==> src/rtl/fltpw_pkg.sv <==
// Package for the four-level page table walker: item types, codes and helpers.
package fltpw_pkg;

    localparam int ADDR_W              = 52;
    localparam int VIRT_W              = 48;
    localparam int ENTRY_W             = 64;
    localparam int PHYS_ADDR_BITS_DEF  = 52;

    localparam logic       CMD_START    = 1'b0;
    localparam logic       CMD_RESPONSE = 1'b1;

    localparam logic [1:0] KIND_READ    = 2'd0;
    localparam logic [1:0] KIND_DONE    = 2'd1;
    localparam logic [1:0] KIND_IGNORED = 2'd2;

    localparam int ENTRY_PRESENT_BIT = 0;
    localparam int ENTRY_HUGE_BIT    = 7;

    localparam logic [ADDR_W-1:0] GIB_BASE_MASK = 52'hF_FFFF_C000_0000;
    localparam logic [ADDR_W-1:0] MIB_BASE_MASK = 52'hF_FFFF_FFE0_0000;

    typedef struct packed {
        logic              command;
        logic [VIRT_W-1:0] virt_addr;
        logic [ENTRY_W-1:0] entry_data;
    } in_item_t;

    typedef struct packed {
        logic [1:0]        kind;
        logic [ADDR_W-1:0] read_addr;
        logic [ADDR_W-1:0] xlat_addr;
        logic              fault;
    } out_item_t;

    typedef struct packed {
        logic              walking;
        logic [1:0]        level;
        logic [VIRT_W-1:0] held_virt;
    } walk_state_t;

    // 9-bit table index of a virtual address at a given level
    function automatic logic [8:0] level_index(input logic [VIRT_W-1:0] va,
                                               input logic [1:0] level);
        logic [8:0] idx;
        case (level)
            2'd0:    idx = va[47:39];
            2'd1:    idx = va[38:30];
            2'd2:    idx = va[29:21];
            default: idx = va[20:12];
        endcase
        return idx;
    endfunction

endpackage

==> src/rtl/fltpw_step.sv <==
// Per-item walk logic: result item and next walk state from one input item.
module fltpw_step
    import fltpw_pkg::*;
#(
    parameter int PHYS_ADDR_BITS = PHYS_ADDR_BITS_DEF
)
(
    input  in_item_t          item,
    input  walk_state_t       state,
    input  logic [ADDR_W-1:0] root_base,
    output out_item_t         result,
    output walk_state_t       state_next
);

    localparam logic [ADDR_W-1:0] LIM =
        ADDR_W'((64'(1) << PHYS_ADDR_BITS) - 64'(1));
    localparam logic [ADDR_W-1:0] PAGE_MASK = LIM & {{(ADDR_W-12){1'b1}}, 12'h000};

    logic [ADDR_W-1:0] entry_addr;
    logic [1:0]        level_inc;
    logic [ADDR_W-1:0] pa_base;
    logic [ADDR_W-1:0] pa_off;
    logic [ADDR_W-1:0] pa_sum;

    assign entry_addr = item.entry_data[ADDR_W-1:0];
    assign level_inc  = state.level + 2'd1;
    assign pa_sum     = (pa_base + pa_off) & LIM;

    always_comb
    begin
        case (state.level)
            2'd0:
            begin
                pa_base = entry_addr & PAGE_MASK;
                pa_off  = ADDR_W'(state.held_virt[38:0]);
            end
            2'd1:
            begin
                pa_base = entry_addr & GIB_BASE_MASK & LIM;
                pa_off  = ADDR_W'(state.held_virt[29:0]);
            end
            2'd2:
            begin
                pa_base = entry_addr & MIB_BASE_MASK & LIM;
                pa_off  = ADDR_W'(state.held_virt[20:0]);
            end
            default:
            begin
                pa_base = entry_addr & PAGE_MASK;
                pa_off  = ADDR_W'(state.held_virt[11:0]);
            end
        endcase
    end

    always_comb
    begin
        result     = '0;
        state_next = state;
        if (item.command == CMD_START)
        begin
            if (state.walking)
            begin
                result.kind = KIND_IGNORED;
            end
            else
            begin
                state_next.walking   = 1'b1;
                state_next.level     = 2'd0;
                state_next.held_virt = item.virt_addr;
                result.kind          = KIND_READ;
                // index*8 stays below 4 KiB, so this never carries into the base
                result.read_addr = (root_base & PAGE_MASK)
                    + ADDR_W'({level_index(item.virt_addr, 2'd0), 3'b000});
            end
        end
        else if (!state.walking)
        begin
            result.kind = KIND_IGNORED;
        end
        else if (!item.entry_data[ENTRY_PRESENT_BIT])
        begin
            state_next.walking = 1'b0;
            state_next.level   = 2'd0;
            result.kind        = KIND_DONE;
            result.fault       = 1'b1;
        end
        else if (state.level == 2'd3 || item.entry_data[ENTRY_HUGE_BIT])
        begin
            state_next.walking = 1'b0;
            state_next.level   = 2'd0;
            result.kind        = KIND_DONE;
            result.xlat_addr   = pa_sum;
        end
        else
        begin
            state_next.level = level_inc;
            result.kind      = KIND_READ;
            result.read_addr = (entry_addr & PAGE_MASK)
                + ADDR_W'({level_index(state.held_virt, level_inc), 3'b000});
        end
    end

endmodule

==> src/rtl/four_level_page_table_walker.sv <==
// Top level of the four-level page table walker: state, root register, result register.
// A result item is registered and appears in the cycle after its input item is accepted.
// Throughput: one item per cycle while out_ready is high; the result register refills in the cycle it is taken.
// Reset (rst_n low, asynchronous): idle, top level, held address and root base zero,
// no result pending.
module four_level_page_table_walker
    import fltpw_pkg::*;
#(
    parameter int PHYS_ADDR_BITS = PHYS_ADDR_BITS_DEF
)
(
    input  logic              clk,
    input  logic              rst_n,
    input  logic              in_valid,
    output logic              in_ready,
    input  in_item_t          in_data,
    output logic              out_valid,
    input  logic              out_ready,
    output out_item_t         out_data,
    input  logic              cfg_valid,
    output logic              cfg_ready,
    input  logic [ADDR_W-1:0] cfg_data
);

    walk_state_t       state_reg;
    walk_state_t       state_next;
    logic [ADDR_W-1:0] root_reg;
    logic              out_valid_reg;
    out_item_t         out_data_reg;
    out_item_t         result;
    logic              accept;

    assign in_ready  = !out_valid_reg || out_ready;
    assign accept    = in_valid && in_ready;
    assign cfg_ready = 1'b1;
    assign out_valid = out_valid_reg;
    assign out_data  = out_data_reg;

    fltpw_step #(
        .PHYS_ADDR_BITS(PHYS_ADDR_BITS)
    ) u_step (
        .item      (in_data),
        .state     (state_reg),
        .root_base (root_reg),
        .result    (result),
        .state_next(state_next)
    );

    always_ff @(posedge clk or negedge rst_n)
    begin
        if (!rst_n)
        begin
            state_reg     <= '0;
            root_reg      <= '0;
            out_valid_reg <= 1'b0;
        end
        else
        begin
            if (cfg_valid)
            begin
                root_reg <= cfg_data;
            end
            if (accept)
            begin
                state_reg     <= state_next;
                out_valid_reg <= 1'b1;
            end
            else if (out_ready)
            begin
                out_valid_reg <= 1'b0;
            end
        end
    end

    always_ff @(posedge clk)
    begin
        if (accept)
        begin
            out_data_reg <= result;
        end
    end

endmodule

==> config.mk <==
export PLATFORM = sky130hd
export DESIGN_NAME = four_level_page_table_walker
export DESIGN_NICKNAME = d
export VERILOG_FILES = /design/src/rtl/fltpw_pkg.sv /design/src/rtl/fltpw_step.sv /design/src/rtl/four_level_page_table_walker.sv
export SDC_FILE = /design/constraint.sdc
export NUM_CORES = 1
export LEC_CHECK = 0
export ABC_AREA = 1
export CAP_MARGIN = 10
export CORE_ASPECT_RATIO = 0.75
export CORE_MARGIN = 2
export CORE_UTILIZATION = 65
export CTS_CLUSTER_DIAMETER = 100
export DETAILED_ROUTE_END_ITERATION = 8
export DONT_BUFFER_PORTS = 1
export PLACE_DENSITY = 0.81
export SETUP_SLACK_MARGIN = 0.05
export SYNTH_ARGS = -nofsm -noshare
export SYNTH_HDL_FRONTEND = slang
export SYNTH_SLANG_ARGS = --single-unit
==> constraint.sdc <==
create_clock -name clk -period 6.95 [get_ports clk]
set_input_delay 0.695 -clock clk [delete_from_list [all_inputs] [get_ports clk]]
set_output_delay 0.695 -clock clk [all_outputs]
set_load 0.02 [all_outputs]
==> qor.yml, run 1 <==
run_status:
  status: "completed"
synthesis:
  yosysWarnings: 0
  synth_seq_cells: 196
  synth-main-ff-cell: "edfxtp_1"
  synth_cell_types: 37
  synth_common_cells: "nand2_1, inv_1, nor2_1"
  synth_area_leaders: "edfxtp_1, dfrtp_1, nand2_1, inv_1, nor2_1"
  syn_inst: 1284
  synth_edf_count: 104
  synth_top_area_cell: "edfxtp_1"
  syn_area_sq_mm: 0.01054
  yosysSeqAreaShare_pct: 51.47
  synth_top_area_share_pct: 29.63
  syn_area_per_cell_sq_um: 8.210
  async_flop_share_pct: 46.94
  yosysMostFrequentCell: "nand2_1"
drt:
  wire_per_inst_um: 18.95
  drc: 0
  wl_um: 28330
  final_antenna_net_count: 0
  drt-pass1-iter-count: 7
  avgViaCountPerCell: 5.769
  drt_iter0_markers: 983
  dr_total_vias: 8624
timing:
  period_share_pct: 54.82
  grt_setup_unrepaired: "no"
  finalCriticalPeriod_ns: 3.810
  fin_setup_tns_ns: 0
  hold_violations: 0
  maxSlewHeadroom_pct: 32.89
  worst_slack_ns: 3.140
  max_freq_mhz: 262.5
  skew_ns: 0.01158
  tightest_slew_ns: 1.007
  maxSlewViolCount: 0
  setup_viol: 0
flow_run:
  drv_cap: 0
grt:
  grtUsageTotal_pct: 33.03
  grt_max_degree: 93
  gr-total-overflow: 0
  grt_antenna_before_repair: 0
  grt_pass1_vias: 7924
  grt_pass1_wl_um: 42840
clock_network:
  clock_path_buffers: 2
  cts_resized: 0
  path_clk_slew_ns: 0.08
  cts_root_buf: "clkbuf_16"
  worstSkewPairLatency_ns: 0.44
  cts_tree: "yes"
  post_cts_buffers: 0
  cts_buffers: 17
  htree_num_levels: 4
  holdBufCountCts: 1
  cts_sinks: 196
final_layout:
  final_cells: 1495
  antennaDiodeCount: 0
  area_growth_syn_to_layout_pct: 7.098
  nets: 1478
  largest_register_ffs: 104
  final_layout_size_suffix_gt1_share_pct: 5.914
worst_setup_path:
  critPathSlowestCell: "fa_1"
  cp_max_fo: 10
  end_kind: "flip-flop"
  slowest_delay_ns: 0.46
  cp.required_ns: 7.14
  critPathLaunchType: "flip-flop"
  crit_type: "flip-flop to flip-flop"
  cpMostUsedCell: "nand2_1"
  cp_cell_sequence: "inv_1 > ha_1 > o21ai_2 > nand2_1 > nand2_1 > inv_1 > ha_1 > fa_1 > nand3_1 > nand3_2 > nand2_1 > nand2_1 > nand2_1 > nand3_2 > nand2_1 > nand3_1 > nand2_1 > nor2_1"
  cp.arrival_ns: 4.00
place:
  hpwlAfterDp_um: 20740
  pre_cts_ws_ns: 3.251
  dp_cells: 1462
  place.gp.congestion: 0.9415
  io_buffers: 0
power:
  ir_drop_mv: 0.2081
  total_power_w: 0.003616
  p_leak_nw: 5.506
  power-per-cell-area_mw_per_mm2: 320.3
floorplanning:
  ios: 280
  fp-row-count: 40
  initial_core_util_pct: 66.03
  die_area_sq_mm: 0.01726
  core_area_sq_mm: 0.01597
  die_h_um: 114.3
  die_width_um: 151.1
hold_path:
  hold_path.class: "primary input to async pin"
## layout by cell type, fill, tap and decap left out, types with 3 or more instances in the layout
master | netlist | routed
inv_6 | 0 | 3
nand4_1 | 4 | 4
ha_1 | 35 | 35
nor2_2 | 8 | 7
nand3_2 | 5 | 5
o22ai_1 | 40 | 40
nor2_1 | 147 | 147
clkinvlp_4 | 0 | 3
inv_1 | 236 | 235
clkbuf_16 | 0 | 18
dfrtp_1 | 92 | 92
a21oi_1 | 76 | 76
nor3_1 | 4 | 4
nand3_1 | 40 | 40
edfxtp_1 | 104 | 104
conb_1 | 2 | 4
nand2_2 | 4 | 5
o21bai_1 | 5 | 5
nand2_1 | 311 | 310
o21ai_0 | 89 | 89
buf_4 | 7 | 5
a221oi_1 | 7 | 7
mux2_2 | 18 | 18
## final timing paths
check,start,endpoint,slack (ns),cells past startpoint
worst max-delay path,state_reg[48]$_DFFE_PN0P_,out_data[43]$_SDFFCE_PN0P_,3.14,18
worst min register to register,state_reg[39]$_DFFE_PN0P_,state_reg[39]$_DFFE_PN0P_,0.50,2
worst min-delay path,rst_n,root_reg[36]$_DFFE_PN0P_,0.16,1
worst max register to register,state_reg[48]$_DFFE_PN0P_,out_data[43]$_SDFFCE_PN0P_,3.14,18
min in group clk,cfg_valid,root_reg[48]$_DFFE_PN0P_,0.37,1
max in group asynchronous,rst_n,state_reg[3]$_DFFE_PN0P_,6.38,1
## metrics by stage
| step | util [%] | instance area [sq um] | hold slack, ns |
|---|---|---|---|
| after detailed placement | 66.90 | 10680 | 0.4018 |
| after CTS | 70.71 | 11290 | 0.1883 |
| final | 70.71 | 11290 | 0.1552 |
| after floorplan | - | 10550 | 0.3994 |
| after global routing | 70.71 | 11290 | 0.1845 |
| after global placement | 66.90 | 10680 | 0.4015 |
## logic make-up (layout without fill, tap and decap cells)
| group | after synthesis | count (layout) | share of synthesized area (%) |
|---|---|---|---|
| AOI/OAI and AO/OA | 225 | 225 | 11.70 |
| xor gates and xnor gates | 1 | 1 | 0.08310 |
| adders and majority gates | 36 | 36 | 4.344 |
| buffers and inverters | 277 | 276 | 10.17 |
| DFF | 196 | 196 | 51.47 |
| muxes | 18 | 18 | 1.923 |
| other | 2 | 4 | 0.07124 |
| and+or+nand+nor | 529 | 529 | 20.24 |
## per-layer routing
layer | GRT usage [%] | share of wire, %
met1 | 47.28 | 41
met2 | 48.88 | 43
met3 | 10.08 | 13
met4 | 10.03 | 2.2
met5 | 0 | 0
## report_power, final
group	total (W)	leakage [nW]	switching (W)	internal (W)
clock	0.000963	0.274	0.000462	0.000501
combinational	0.00112	3.11	0.000775	0.000348
sequential	0.00153	2.12	0.000136	0.00139
## critical path, delay by kind of cell (launching register included)
family	cells	cell delay, ns
simple gates	12	1.46
fa+ha+maj	3	1.06
compound gates	1	0.45
flops	1	0.42
buf+inv	2	0.18
## cell type report
| type | count | area [sq um] |
|---|---|---|
| Fill cell | 1294 | 4676 |
| Tap cell | 210 | 262.8 |
| Timing Repair Buffer | 6 | 65.06 |
| Sequential cell | 196 | 5425 |
| Clock buffer | 20 | 467.9 |
| Inverter | 238 | 895.9 |
| Clock inverter | 12 | 113.9 |
| Multi-Input combinational cell | 813 | 4059 |
Power figures use the tool's default switching activity.
==> run 2: changes to the inputs <==
Settings changed: CORE_UTILIZATION 65 to 64, PLACE_DENSITY 0.81 to 0.8.
Clock period 6.95 ns to 3.77 ns, I/O delays scaled along.
==> run 2 against run 1 <==
Effect of this change: utilization is 0.18 points lower; fmax is 11% higher; count of clock-buffer cells in the layout decreased by 3; sequential share of layout area is 0.18 points lower; non-clock buffer count increased by 2; clock skew about the same; global-route usage down 1.5 points; sequential power rose by 84%; combinational power up 84%; total power is 85% higher.
==> qor.yml, run 2 (synthesized netlist as in run 1, its figures left out) <==
run_status:
  status: "completed"
floorplanning:
  die_area_sq_mm: 0.01752
  die_h_um: 115.1
  fp-row-count: 40
  core_area_sq_mm: 0.01607
  die_width_um: 152.2
  initial_core_util_pct: 65.62
  ios: 280
final_layout:
  final_layout_size_suffix_gt1_share_pct: 6.138
  num-fill-cells: 1290
  design_area_sq_mm: 0.01133
  mostFrequentLayoutCells: "nand2_1, inv_1, nor2_1"
  final_cells: 1497
  utilization_pct: 70.54
  nets: 1480
  layout_commonest_cell: "nand2_1"
  largest_register_ffs: 104
  area_growth_syn_to_layout_pct: 7.501
  antennaDiodeCount: 0
drt:
  avgViaCountPerCell: 5.729
  drt-pass1-iter-count: 5
  wl_um: 27860
  final_antenna_net_count: 0
  dr_total_vias: 8576
  drc: 0
  drt_iter0_markers: 991
  wire_per_inst_um: 18.61
grt:
  grtUsageTotal_pct: 31.53
  gr-total-overflow: 0
  grt_pass1_vias: 7714
  grt_antenna_before_repair: 0
  grt_pass1_wl_um: 41870
  grt_max_degree: 105
power:
  power-per-cell-area_mw_per_mm2: 589.0
  p_leak_nw: 5.532
  total_power_w: 0.006675
  ir_drop_mv: 0.3557
  combPwrFrac_pct: 30.9
  switchingPower_w: 0.002568
  p_sw_share_pct: 38.47
  power.internal_w: 0.004107
  power.share.sequential_pct: 42.2
  clkPwrFrac_pct: 26.9
clock_network:
  worstSkewPairLatency_ns: 0.44
  cts_sinks: 196
  cts_buffers: 17
  cts_root_buf: "clkbuf_16"
  clock_path_buffers: 2
  htree_num_levels: 4
  cts_tree: "yes"
  path_clk_slew_ns: 0.08
place:
  dp_cells: 1463
  io_buffers: 0
  hpwlAfterDp_um: 20580
  placed_area_sq_mm: 0.01071
  place.gp.congestion: 0.9615
hold_path:
  hold_path.class: "primary input to flip-flop"
timing:
  skew_ns: 0.01117
  finalCriticalPeriod_ns: 3.419
  grt_setup_unrepaired: "no"
  fin_setup_tns_ns: 0
  hold_violations: 0
  maxSlewHeadroom_pct: 22.13
  tightest_slew_ns: 1.165
  setup_viol: 0
  maxSlewViolCount: 0
  max_freq_mhz: 292.5
  period_share_pct: 90.68
flow_run:
  drv_cap: 0
worst_setup_path:
  cp.arrival_ns: 3.62
  cp.required_ns: 3.97
  critPathLaunchType: "flip-flop"
  crit_type: "flip-flop to flip-flop"
  end_kind: "flip-flop"
  cp_max_fo: 10
==> run 2: worst paths after layout <==
kind                                           start  cells past startpoint  slack (ns)                         end
setup reg to reg           state_reg[48]$_DFFE_PN0P_                     18        0.35  out_data[51]$_SDFFCE_PN0P_
hold / removal                             cfg_valid                      1        0.05    root_reg[40]$_DFFE_PN0P_
max in group asynchronous                      rst_n                      2        2.84    state_reg[4]$_DFFE_PN0P_
hold reg to reg            state_reg[40]$_DFFE_PN0P_                      2        0.49   state_reg[40]$_DFFE_PN0P_
min in group asynchronous                      rst_n                      2        0.48    root_reg[26]$_DFFE_PN0P_
setup / recovery           state_reg[48]$_DFFE_PN0P_                     18        0.35  out_data[51]$_SDFFCE_PN0P_
==> run 2: timing repair <==
| item | in CTS | in global routing |
|---|---|---|
| setup endpoints to repair | 0 | 3 |
| endpoints found under the hold margin | 92 | 0 |
| gates resized for setup | 0 | 1 |
| setup buffers | 0 | 0 |
| hold buffers | 2 | 0 |
==> run 2: per-stage QoR <==
step	worst slack (ns)	hold slack (ns)
floorplan	0.4500	0.08141
global placement	0.5225	0.08376
detailed placement	0.4291	0.08364
CTS	0.4167	0.03060
global route	0.08823	0.02727
finish	0.3515	0.04813
==> run 2: worst max-delay path, stage by stage (launching register included) <==
cell	delay, ns
dfrtp_1	0.42
inv_1	0.13
ha_1	0.36
o21ai_2	0.20
nand2_1	0.24
nand2_1	0.12
inv_1	0.05
ha_1	0.23
fa_1	0.45
nand3_1	0.12
nand3_2	0.13
nand2_1	0.09
nand2_1	0.11
nand2_1	0.10
nand3_2	0.14
nand2_1	0.11
nand3_1	0.07
nand2_1	0.06
nor2_1	0.04
==> run 2: layout make-up <==
cell class                 instances  area (sq um)  area share (%)
clock inverter                    15         157.7           1.391
sequential                       196          5425           47.87
inverter                         238         897.1           7.917
multi-input combinational        813          4056           35.80
clock buffer                      17         425.4           3.754
timing repair buffer               8         107.6          0.9495
tap                              210         262.8           2.319
==> run 2: routing by layer <==
layer,share of wire (%),GRT usage (%)
met5,0,0
met1,43,46.29
met3,12,8.368
met2,42,45.47
met4,3.1,11.96
==> run 2: power by group through the flow <==
stage / Clock, W / Combinational (W) / Sequential [W]
global route: 0.00190 / 0.00231 / 0.00284
global placement: 0 / 0.00193 / 0.00285
CTS: 0.00181 / 0.00202 / 0.00281
finish: 0.00180 / 0.00206 / 0.00282
floorplan: 0 / 0.00150 / 0.00281
detailed placement: 0 / 0.00197 / 0.00286
==> run 3: changes to the inputs <==
Settings changed: ABC_AREA 1 to unset, CORE_ASPECT_RATIO 0.75 to 1.2.
==> run 3 against run 2 <==
Effect of this change: global-route usage fell by 2.1 points; combinational power decreased by 11%; total power fell by 4.9%; first-iteration DRC count shrank 41%; largest cell class unchanged; routed wire length fell by 15%; critical path type unchanged; synthesized cell count fell by 38%.
==> qor.yml, run 3 <==
hold_path:
  hold_path.class: "primary input to flip-flop"
  min_from: "in_valid"
  min_to: "out_valid$_DFFE_PN0P_"
  holdPathStages: 1
worst_setup_path:
  cp_cell_sequence: "inv_1 > ha_1 > nor2_1 > a21oi_2 > and2_1 > ha_1 > fa_2 > a211oi_4 > o21ai_2 > a22oi_2 > a31oi_4 > a21oi_4 > or3_1 > a21oi_1"
  timing.rr.start: "state_reg[49]$_DFFE_PN0P_"
  critPathSlowestCell: "dfrtp_1"
  end_kind: "flip-flop"
  reg2reg_depth: 14
  cpMostUsedCell: "ha_1"
  cp_max_fo: 9
  r2r_slack_ns: 0.27
  critPathTopFamily: "compound AO/OA/AOI/OAI gates"
  crit_type: "flip-flop to flip-flop"
  critPathBufInv: 1
  timing.rr.end: "out_data[51]$_SDFFCE_PN0P_"
  cp.required_ns: 3.93
  cp.arrival_ns: 3.66
  critPathLaunchType: "flip-flop"
  crit_start: "state_reg[49]$_DFFE_PN0P_"
  slowest_delay_ns: 0.44
place:
  pre_cts_ws_ns: 0.1048
  placed_area_sq_mm: 0.01002
  io_buffers: 0
  hpwlAfterDp_um: 17130
  dp_cells: 978
  place.gp.congestion: 0.8708
clock_network:
  cts_tree: "yes"
  path_clk_slew_ns: 0.07
  cts_buffers: 17
  cts_sinks: 196
  clock_path_buffers: 2
  htree_num_levels: 4
  worstSkewPairLatency_ns: 0.44
  cts_root_buf: "clkbuf_16"
grt:
  grt_pass1_vias: 6754
  grt_pass1_wl_um: 36430
  grtUsageTotal_pct: 29.44
  gr-total-overflow: 0
  grt_antenna_before_repair: 0
  grt_max_degree: 105
synthesis:
  synth_area_leaders: "edfxtp_1, dfrtp_1, mux2_2, ha_1, a22o_1"
  yosysMostFrequentCell: "edfxtp_1"
  synth_seq_cells: 196
  yosysSeqAreaShare_pct: 55.27
  synth_edf_count: 104
  synth_cell_types: 63
  synth_top_area_cell: "edfxtp_1"
  synth-main-ff-cell: "edfxtp_1"
  synth_top_area_share_pct: 31.82
  async_flop_share_pct: 46.94
  synth_common_cells: "edfxtp_1, dfrtp_1, mux2_2"
  syn_area_sq_mm: 0.009816
  syn_inst: 801
  syn_area_per_cell_sq_um: 12.25
  yosysWarnings: 0
power:
  ir_drop_mv: 0.3733
  p_leak_nw: 4.150
  power-per-cell-area_mw_per_mm2: 595.5
final_layout:
  regArea_sq_mm: 0.005426
  design_area_sq_mm: 0.01066
  layout_commonest_cell: "edfxtp_1"
  mostFrequentLayoutCells: "edfxtp_1, dfrtp_1, mux2_2"
  num-fill-cells: 1055
  final_layout_size_suffix_gt1_share_pct: 19.38
  multiInputGateArea_sq_mm: 0.004224
  area_growth_syn_to_layout_pct: 8.553
  largest_register_ffs: 104
  antennaDiodeCount: 0
  final_cells: 1014
  nets: 1003
timing:
  fin_setup_tns_ns: 0
  finalCriticalPeriod_ns: 3.500
  grt_setup_unrepaired: "yes"
  skew_ns: 0.01392
  worst_slack_ns: 0.2697
  hold_violations: 0
  tightest_slew_ns: 1.118
  fin_hold_ws_ns: 0.06230
  maxSlewHeadroom_pct: 25.48
  period_share_pct: 92.85
  max_freq_mhz: 285.7
  maxSlewViolCount: 0
  setup_viol: 0
floorplanning:
  ios: 280
  core_area_sq_mm: 0.01502
  die_h_um: 139.7
  initial_core_util_pct: 65.35
  die_width_um: 117.1
  fp-row-count: 49
  die_area_sq_mm: 0.01635
drt:
  drt-pass1-iter-count: 7
  final_antenna_net_count: 0
  dr_total_vias: 6671
  wire_per_inst_um: 23.47
  drc: 0
  avgViaCountPerCell: 6.579
  wl_um: 23800
  drt_iter0_markers: 589
run_status:
  status: "completed"
flow_run:
  drv_cap: 0
## run 3: timing repair
item                                    4_1_cts  5_1_grt
endpoints found under the setup margin        0       26
gates resized for setup                       0        7
hold buffers                                  2        0
buffers inserted                              0        1
endpoints found under the hold margin        92        0
## run 3: where the power goes
group | switching (W) | internal [W] | total [W]
clock network | 0.000823 | 0.000864 | 0.00169
registers | 0.000255 | 0.00257 | 0.00282
logic | 0.00107 | 0.000772 | 0.00184
total | 0.00214 | 0.00420 | 0.00635
## run 3: layout make-up
| class | instances | share of cell area (%) |
|---|---|---|
| inverter | 17 | 0.6341 |
| timing repair buffer | 11 | 1.221 |
| multi-input combinational | 554 | 39.64 |
| sequential | 196 | 50.93 |
| clock inverter | 14 | 1.151 |
| clock buffer | 18 | 4.028 |
| tap | 204 | 2.395 |
## run 3: cell families (layout without fill, tap and decap cells)
family / count (synthesis) / in the layout / share of synthesized area (%)
buffers and inverters: 54 / 60 / 2.269
multiplexers: 92 / 92 / 10.50
other: 2 / 4 / 0.07651
XOR/XNOR: 20 / 20 / 1.785
AO/OA/AOI/OAI: 192 / 193 / 14.30
flip-flops: 196 / 196 / 55.27
adder cells (fa/ha/maj): 36 / 36 / 4.665
AND/OR/NAND/NOR: 209 / 209 / 11.13
## run 3: worst max path at each step
stage | slack, ns | cells after the start | to
after detailed placement | 0.10 | 14 | out_data[43]$_SDFFCE_PN0P_
after global placement | 0.24 | 14 | out_data[43]$_SDFFCE_PN0P_
after floorplan | 0.28 | 7 | state_reg[15]$_DFFE_PN0P_
final | 0.27 | 14 | out_data[51]$_SDFFCE_PN0P_
after global routing | 0.02 | 13 | out_data[32]$_SDFFCE_PN0P_
after CTS | 0.07 | 14 | out_data[43]$_SDFFCE_PN0P_
## run 3: metal layers
metal / global-route usage, % / part of all wire (%)
met1: 35.31 / 37
met2: 49.04 / 51
met3: 10.32 / 8.8
met4: 10.09 / 2.6
met5: 0 / 0
## run 3: through the flow
step           total power [W]  util (%)
4_1_cts               0.006305     70.63
5_1_grt               0.006683     70.94
2_1_floorplan         0.004176         -
3_3_place_gp          0.004542     66.71
3_5_place_dp          0.004594     66.71
6_report              0.006345     70.94
